--- src/sv/mfrk_ram.sv ---
module mfrk_ram #(
  parameter int WIDTH = 8,
  parameter int DEPTH = 16
) (
  input  logic                     clk,
  input  logic                     we,
  input  logic [$clog2(DEPTH)-1:0] waddr,
  input  logic [WIDTH-1:0]         wdata,
  input  logic [$clog2(DEPTH)-1:0] raddr,
  output logic [WIDTH-1:0]         rdata
);

  logic [WIDTH-1:0] mem [DEPTH];

  always_ff @(posedge clk) begin
    if (we) begin
      mem[waddr] <= wdata;
    end
    rdata <= mem[raddr];
  end

endmodule

--- config.mk ---
export PLATFORM = sky130hd
export DESIGN_NAME = mfrk_ram
export DESIGN_NICKNAME = d
export VERILOG_FILES = /design/src/sv/mfrk_ram.sv
export SDC_FILE = /design/constraint.sdc
export NUM_CORES = 1
export LEC_CHECK = 0
export ABC_AREA = 1
export BUFFER_PORTS_ARGS = -buffer_cell sky130_fd_sc_hd__clkbuf_2
export CORE_ASPECT_RATIO = 0.5
export CORE_UTILIZATION = 55
export DETAILED_ROUTE_END_ITERATION = 10
export PLACE_DENSITY = 0.78
export SYNTH_ARGS = -nofsm -noshare
export SYNTH_HDL_FRONTEND = slang
export SYNTH_SLANG_ARGS = --single-unit
--- constraint.sdc ---
create_clock -name clk -period 1.3 [get_ports clk]
set_clock_uncertainty 0.2 [all_clocks]
set_input_delay 0.065 -clock clk [delete_from_list [all_inputs] [get_ports clk]]
set_output_delay 0.065 -clock clk [all_outputs]
set_load 0.01 [all_outputs]
==> results.json <==
{
  "hold_path.class": "input pin to flip-flop",
  "syn-num-nets": 569,
  "mostFrequentLayoutCells": "nand2_1 (173), edfxtp_1 (128), inv_1 (100), nand3_1 (94)",
  "worstPathRequired_ps": 1410,
  "synthDistinctLibCells": 12,
  "antenna_found_initial": 0,
  "core_um2": 9791,
  "cts_buffers": 17,
  "place_area_um2": 6242,
  "worstMarginPinSlew_ps": 422.2,
  "worst-setup-path-type": "flip-flop to flip-flop",
  "start_util": 0.5890,
  "globalplace.congestion": 0.8607,
  "path_cells": "inv_1, nand2_1, nand3_1, nand3_1, nand3_1, nand2_1",
  "avgSynthCellArea_um2": 10.47,
  "p_leak_nw": 3.020,
  "fin_ws_ps": 35.56,
  "crit_path_max_incr_delay_ps": 380,
  "boundaryPins": 26,
  "power.density_nw_per_um2": 1413,
  "grt_start_max_net_pins": 54,
  "ys_seq_area_frac": 0.6943,
  "insertion_delay_ps": 420,
  "yosys_warnings": 0,
  "antenna_left": 0,
  "drive_gt1_frac": 0.1322,
  "timing.final.crit_share": 0.9726,
  "crit_top_cell": "nand3_1",
  "firstDrtPassIters": 6,
  "grt_pass1_wl_um": 20920,
  "route.detailed.drc": 0,
  "chipHeight_um": 74.41,
  "pre_cts_slack_ps": -78.76,
  "cts-htree-levels": 4,
  "rsz0062_at_grt": "false",
  "routed_wl_um": 13720,
  "die_w_um": 146.8,
  "syn2layout_area_growth_pct": 18.94,
  "grt_usage": 0.2737,
  "synth_cells": 551,
  "holdPathEnd": "rdata[0]$_DFF_P_",
  "yosys_register_bits": 136,
  "cp.arrival_ps": 1380,
  "slew_viol_final": 0,
  "rr_endpoint": "rdata[3]$_DFF_P_",
  "hpwl_um": 8058,
  "peakVddDrop_uv": 1051,
  "min_period_ps": 1264,
  "diodes": 0,
  "report.final.hold_viol_count": 0,
  "cp_max_fo": 1,
  "crit_path_start_kind": "flip-flop",
  "ys_top_cells_by_area": "edfxtp_1 (67%), nand2_1 (11%), nand3_1 (8.4%)",
  "syn_area_um2": 5767,
  "r2r_cells": 6,
  "end_kind": "flip-flop",
  "grt_pass1_vias": 4036,
  "holdPathStages": 5,
  "cts.sinks": 136,
  "slew_headroom": 0.7185,
  "rows": 25,
  "p_total_mw": 9.690,
  "tritoncts": "built",
  "min-delay-start": "raddr[2]",
  "fin_area_um2": 6859,
  "status": "finished clean",
  "layout_commonest_cell": "nand2_1",
  "clock_path_buffers": 2,
  "fillers": 622,
  "grt_overflow": 0,
  "cts_root_buffer": "clkbuf_16",
  "wl_per_cell_um": 17.98,
  "fmax_mhz": 790.9,
  "reg2reg_slack_ps": 40,
  "synth_top_area_frac": 0.6665,
  "r2r-start": "mem[7][3]$_DFFE_PP_",
  "vias": 4206,
  "clkSlewWorstSetupHoldPaths_ps": 60,
  "dieArea_um2": 10920,
  "synth_top_cell_by_area": "edfxtp_1",
  "maxCapViolations": 0,
  "setup_viol": 0,
  "drtIter0Drc": 621,
  "slowest_stage": "edfxtp_1",
  "vias_per_cell": 5.512,
  "io_buffers": 25,
  "nets": 634
}
## state kept, by name (all words and copies together), names as in the netlist
| name | count |
|---|---|
| mem | 128 |
| rdata | 8 |
## logic make-up (layout without fill, tap and decap cells)
group,Yosys count,in the layout,share of synthesized area
and+or+nand+nor,289,289,0.2105
DFF,136,136,0.6943
buffers and inverters,126,203,0.09525
## Yosys cell counts
cell and n:
buf_1 1, buf_2 13, buf_4 4, buf_6 6, dfxtp_1 8, edfxtp_1 128, inv_1 100, inv_2 2
nand2_1 173, nand3_1 97, nand3b_1 2, nor2_1 17
## per-stage QoR
| stage | cells | utilization | TNS [ps] | hold slack, ps |
|---|---|---|---|---|
| floorplan | 551 | - | 0 | -36.13 |
| CTS | 763 | 0.6990 | 0 | 16.60 |
| finish | 763 | 0.7006 | 0 | 35.60 |
| global route | 763 | 0.7006 | 0 | 71.76 |
| detailed placement | 720 | 0.6376 | -320.6 | 255.3 |
| global placement | 720 | 0.6376 | -210.9 | 253.7 |
## layer usage
layer,up-vias,global-route usage,part of all wire
met5,-,0,0
met4,0,0.1470,0.033
met3,55,0.08405,0.12
met2,271,0.4466,0.47
met1,1970,0.3379,0.38
li1,1910,-,-
## timing repair
| item | in CTS | in global routing |
|---|---|---|
| setup endpoints to repair | 0 | 2 |
| hold buffers | 12 | 0 |
| hold endpoints to repair | 137 | 0 |
| resized for setup | 0 | 3 |
| setup buffers | 0 | 0 |
## how the worst max path moves through the flow
stage | start | end | slack (ps)
after floorplan | waddr[3] | mem[4][0]$_DFFE_PP_ | 80
after global placement | raddr[0] | rdata[1]$_DFF_P_ | -60
after detailed placement | raddr[0] | rdata[1]$_DFF_P_ | -80
after CTS | mem[12][4]$_DFFE_PP_ | rdata[4]$_DFF_P_ | 10
after global routing | mem[0][6]$_DFFE_PP_ | rdata[6]$_DFF_P_ | 10
final | mem[7][3]$_DFFE_PP_ | rdata[3]$_DFF_P_ | 40
## layout make-up
type	instances	area (um^2)	area share
Clock inverter	7	30.03	0.004378
Inverter	102	382.9	0.05582
Tap cell	135	168.9	0.02463
Multi-Input combinational cell	289	1229	0.1791
Clock buffer	24	451.7	0.06585
Sequential cell	136	4004	0.5837
Timing Repair Buffer	70	593.1	0.08646
## where the power goes
group / internal, mW / total (mW) / switching [mW] / leakage [nW]
combinational: 0.248 / 0.711 / 0.463 / 1.56
sequential: 4.91 / 4.94 / 0.0377 / 1.22
clock: 2.38 / 4.03 / 1.65 / 0.236
## worst max-delay path, delay by kind of cell (launching register included)
kind                   cells  cell delay, ps
buffers and inverters      1              70
DFF                        1             380
and+or+nand+nor            5             500
Note: power is estimated with default switching activity, not from simulation.
