File: src/sv/mfrk_pkg.sv
package mfrk_pkg;

  localparam int ENTRIES    = 64;
  localparam int KEY_BITS   = 32;
  localparam int COUNT_BITS = 16;
  localparam int STAMP_BITS = 32;
  localparam int IDX_BITS   = $clog2(ENTRIES);
  localparam int SLOT_BITS  = KEY_BITS + COUNT_BITS + STAMP_BITS;

  typedef logic [IDX_BITS-1:0]   idx_t;
  typedef logic [KEY_BITS-1:0]   key_t;
  typedef logic [COUNT_BITS-1:0] count_t;
  typedef logic [STAMP_BITS-1:0] stamp_t;

  localparam count_t COUNT_MAX = '1;
  localparam idx_t   IDX_LAST  = idx_t'(ENTRIES - 1);

  typedef enum logic {
    FN_TRADE = 1'b0,
    FN_TAKE  = 1'b1
  } func_t;

  typedef enum logic [1:0] {
    ST_COUNTED = 2'd0,
    ST_TAKEN   = 2'd1,
    ST_EMPTY   = 2'd2,
    ST_FULL    = 2'd3
  } status_t;

  typedef struct packed {
    key_t   key;
    count_t count;
    stamp_t stamp;
  } slot_t;

  // control from the sequencer to the slot scanner
  typedef struct packed {
    logic start;
    logic en;
    logic slot_vld;
  } scan_ctl_t;

  // what one full pass over the table found
  typedef struct packed {
    logic   hit;
    idx_t   hit_idx;
    count_t hit_count;
    logic   free_found;
    idx_t   free_idx;
    logic   best_found;
    idx_t   best_idx;
    key_t   best_key;
    count_t best_count;
  } scan_res_t;

endpackage

File: src/sv/mfrk_scan.sv
module mfrk_scan (
  input  logic                clk,
  input  logic                rst_n,
  input  mfrk_pkg::scan_ctl_t ctl,
  input  mfrk_pkg::idx_t      idx,
  input  mfrk_pkg::slot_t     slot,
  input  mfrk_pkg::key_t      key,
  input  mfrk_pkg::stamp_t    seq,
  output mfrk_pkg::scan_res_t res
);
  import mfrk_pkg::*;

  scan_res_t res_r;
  scan_res_t res_nxt;
  stamp_t    best_age_r;
  stamp_t    best_age_nxt;
  stamp_t    age;
  logic      better;

  assign age    = seq - slot.stamp;
  assign better = !res_r.best_found || (slot.count > res_r.best_count) ||
                  ((slot.count == res_r.best_count) && (age < best_age_r));

  always_comb begin
    res_nxt      = res_r;
    best_age_nxt = best_age_r;
    if (ctl.start) begin
      res_nxt            = '0;
      res_nxt.hit        = 1'b0;
      res_nxt.free_found = 1'b0;
      res_nxt.best_found = 1'b0;
    end else if (ctl.en) begin
      if (ctl.slot_vld) begin
        // first matching key wins
        if (!res_r.hit && (slot.key == key)) begin
          res_nxt.hit       = 1'b1;
          res_nxt.hit_idx   = idx;
          res_nxt.hit_count = slot.count;
        end
        // strict compare keeps the lower slot on an exact tie
        if (better) begin
          res_nxt.best_found = 1'b1;
          res_nxt.best_idx   = idx;
          res_nxt.best_key   = slot.key;
          res_nxt.best_count = slot.count;
          best_age_nxt       = age;
        end
      end else if (!res_r.free_found) begin
        res_nxt.free_found = 1'b1;
        res_nxt.free_idx   = idx;
      end
    end
  end

  always_ff @(posedge clk) begin
    if (!rst_n) begin
      res_r      <= '0;
      best_age_r <= '0;
    end else begin
      res_r      <= res_nxt;
      best_age_r <= best_age_nxt;
    end
  end

  assign res = res_r;

endmodule

File: config.mk
export PLATFORM = sky130hd
export DESIGN_NAME = mfrk_scan
export DESIGN_NICKNAME = d
export VERILOG_FILES = /design/src/sv/mfrk_pkg.sv /design/src/sv/mfrk_scan.sv
export SDC_FILE = /design/constraint.sdc
export NUM_CORES = 1
export LEC_CHECK = 0
export ABC_AREA = 1
export CORE_MARGIN = 3
export CORE_UTILIZATION = 61
export DETAILED_ROUTE_END_ITERATION = 10
export DONT_BUFFER_PORTS = 1
export PLACE_DENSITY = 0.77
export SLEW_MARGIN = 20
export SYNTH_ARGS = -nofsm -noshare
export SYNTH_HDL_FRONTEND = slang
export SYNTH_SLANG_ARGS = --single-unit
export TNS_END_PERCENT = 30
File: constraint.sdc
create_clock -name clk -period 3.9 [get_ports clk]
set_input_delay 0.195 -clock clk [delete_from_list [all_inputs] [get_ports clk]]
set_output_delay 0.195 -clock clk [all_outputs]
set_load 0.1 [all_outputs]
==> results.tsv <==
stage	metric	value	unit
status	run status	finished, final reports clean	
sta	final clock skew	0.0146	ns
setup_path	Bufs and invs on worst path	5	
sta	total count of hold-check failures in the final report	0	
cts	latest clock arrival within the worst-skew pair	0.40	ns
setup_path	Worst Setup End Kind	flop	
die	I/O Pins	240	
layout	multi-input logic area	5090	µm²
layout	final layout net count	1561	
logic_synthesis	sequential cell area fraction in the yosys report	27.9	%
route	Antenna Nets Post-Route	0	
layout	fraction of final layout cells sized beyond drive strength 1	6.64	%
layout	number of fill cells	1073	
sta	highest clock frequency the design can meet	300	MHz
cts	Clock Pin Slew Worst Setup and Hold Paths	0.06	ns
die	Die ar.	15200	µm²
sta	final hold slack	0.0147	ns
setup_path	cell with the largest stage delay on the worst path	fa_1	
power_and_ir_drop	VDD IR-drop max	0.000277	V
sta	setup TNS	0	ns
global_route	first-pass GRT wire length	37200	µm
setup_path	critical path type	in2reg	
layout	final instance area	9790	µm²
cts	TritonCTS clock tree	built	
global_route	number of global-route vias before repair	7931	
logic_synthesis	leading post-synthesis cells by cell area	dfxtp_1 (28%), nand2_1 (14%), ha_1 (12%), inv_1 (7.9%), a21oi_1 (7.8%)	
layout	most common library cell in the layout ignoring fill and taps	nand2_1	
layout	Diodes inserted	0	
cts	maximum clock path buffer count	2	
setup_path	cell occurring most often along the worst timing path	nand2_1	
logic_synthesis	Avg Inst Size Synth	6.60	µm²
logic_synthesis	cell area after synthesis	8390	µm²
logic_synthesis	yosys synthesis warning count	0	
global_route	maximum number of pins on one net before global-route repair	58	
global_route	antenna violations before repair	0	
cts	setup bufs post-CTS	0	
logic_synthesis	net count after synthesis	1505	
layout	Core Util, Final	73.3	%
placed_design	half-perimeter wire length of the detailed placement result	16300	µm
sta	minimum clock period	3.33	ns
power_and_ir_drop	power density cells	405	nW/µm²
logic_synthesis	Synth Flop Type	dfxtp_1	
setup_path	biggest cell delay along the critical path	0.43	ns
logic_synthesis	cell type contributing the most total cell area after synthesis	dfxtp_1	
sta	transition time at the pin with the least slew margin	1.10	ns
global_route	met1 routing resource usage after global routing	33.9	%
setup_path	arrival time worst endpoint	3.62	ns
layout	most used cells in the layout excluding fill and tap cells	nand2_1 (318), inv_1 (176), nor2_1 (163)	
placed_design	placed cell area	8530	µm²
cts	Root Driver	clkbuf_16	
sta	relative slew slack	26.6	%
logic_synthesis	post-synthesis register bit count	117	
route	DRC violations left	0	
setup_path	crit-path max FO	54	
sta	Tcrit/Tclk final	85.3	%
logic_synthesis	number of flops mapped to enable cells by yosys	0	
setup_path	worst endpoint required time	4.19	ns
route	number of DRC markers in iteration 0	485	
global_route	GR Util met2	53.2	%
global_route	global-route total usage across every layer	30.7	%
layout	register cell area after layout	2340	µm²
logic_synthesis	share of synthesized flip-flops with an asynchronous set or reset	0	%
placed_design	buffers added on ports	0	
route	detail-routed net length per standard cell	15.9	µm
die	total number of placement rows	42	
global_route	residual overflow from global routing	0	
die	starting density of the core	62.9	%
route	drt first pass iters	9	
sta	final count of pins violating max slew	0	
logic_synthesis	cell count after synthesis	1271	
power_and_ir_drop	static power due to leakage	4.58	nW
cts	total CTS buffers	17	
die	area of the core	13300	µm²
sta	setup repair after global routing missed its margin	no	
job	max-cap violation count	0	
global_route	busiest layer in global routing	met2	
setup_path	kind of start point of the critical path	input pin	
layout	area growth from synthesis to layout	16.6	%
route	Post-Route WL	24000	µm
sta	Final Setup Violations	0	
cts	H-tree depth reported by CTS	4	
cts	clock tree sinks	117	
setup_path	Crit path max-delay family	simple AND/OR/NAND/NOR gates	
placed_design	global placement routability congestion	0.995	
route	vias post-DR	8409	
min_path	worst min-delay path category	in2reg	
logic_synthesis	share of the synthesized area in the top cell type	27.9	%
global_route	M3 GR Usage	6.77	%
die	die height	123	µm
route	average via count per standard cell	5.55	
logic_synthesis	post-synth cell types	37	
die	DIE WIDTH	123	µm
[synthesized netlist by cell type, types with 15 or more instances]
cell and count:
ha_1 78, nand4_1 15, nand3b_1 16, nand2_1 319
nand3_1 77, o21ai_0 31, nor2_1 163, xor2_1 32
clkbuf_1 21, dfxtp_1 117, inv_1 177, a21oi_1 131
xnor2_1 18
[worst paths after layout]
| kind | startpoint | to | slack (ns) | cells past startpoint |
|---|---|---|---|---|
| setup / recovery | seq[0] | res[48] | 0.57 | 27 |
| hold / removal | slot[43] | res[73] | 0.01 | 3 |
| setup reg to reg | res[11] | res[48] | 1.17 | 14 |
| hold reg to reg | best_age_r[4] | best_age_r[4] | 0.52 | 4 |
[flip-flops by register name (all words and copies together) (netlist names)]
register / flops
best_age_r: 32
res: 85
[where the power goes]
group          leakage [nW]  switching (W)  internal [W]  total, W
clock                 0.322       0.000559       0.00120   0.00176
combinational          3.31       0.000536      0.000336  0.000872
sequential            0.949      0.0000940       0.00123   0.00132
[what timing repair did]
item | CTS | global route
hold buffers | 57 | 0
endpoints found under the hold margin | 96 | 0
resized for setup | 0 | 0
[stage by stage]
| stage | power (W) | std cells | setup slack [ns] |
|---|---|---|---|
| 6_report | 0.00396 | 1516 | 0.572 |
| 5_1_grt | 0.00416 | 1516 | 0.158 |
| 4_1_cts | 0.00395 | 1516 | 0.585 |
| 3_5_place_dp | 0.00214 | 1427 | 0.183 |
| 3_3_place_gp | 0.00213 | 1427 | 0.262 |
| 2_1_floorplan | 0.00200 | 1271 | 0.754 |
[area by class of cell]
class,instances,area share [%]
multi-input cells,931,52.0
flip-flops and latches,117,23.9
repair buffers,81,8.03
inverters,179,6.87
clock buffers,21,4.91
well taps,176,2.25
clock inverters,11,1.99
[metal layers]
metal	vias to the layer above	part of all wire [%]	routed length [µm]
met3	113	8.8	2120
met5	-	0	0
met1	3707	38	9160
li1	4164	-	-
met4	0	5.8	1390
met2	425	47	11400
[cells by family after synthesis]
kind of cell | after synthesis | synth area share, %
flops | 117 | 27.9
compound gates | 182 | 11.6
xor+xnor | 50 | 5.22
fa+ha+maj | 79 | 11.9
simple gates | 620 | 31.9
buf+inv | 223 | 11.5
[worst min-delay path, delay by kind of cell]
family	cells	cell delay [ns]
simple gates	3	0.19
(Power assumes the default switching activity.)
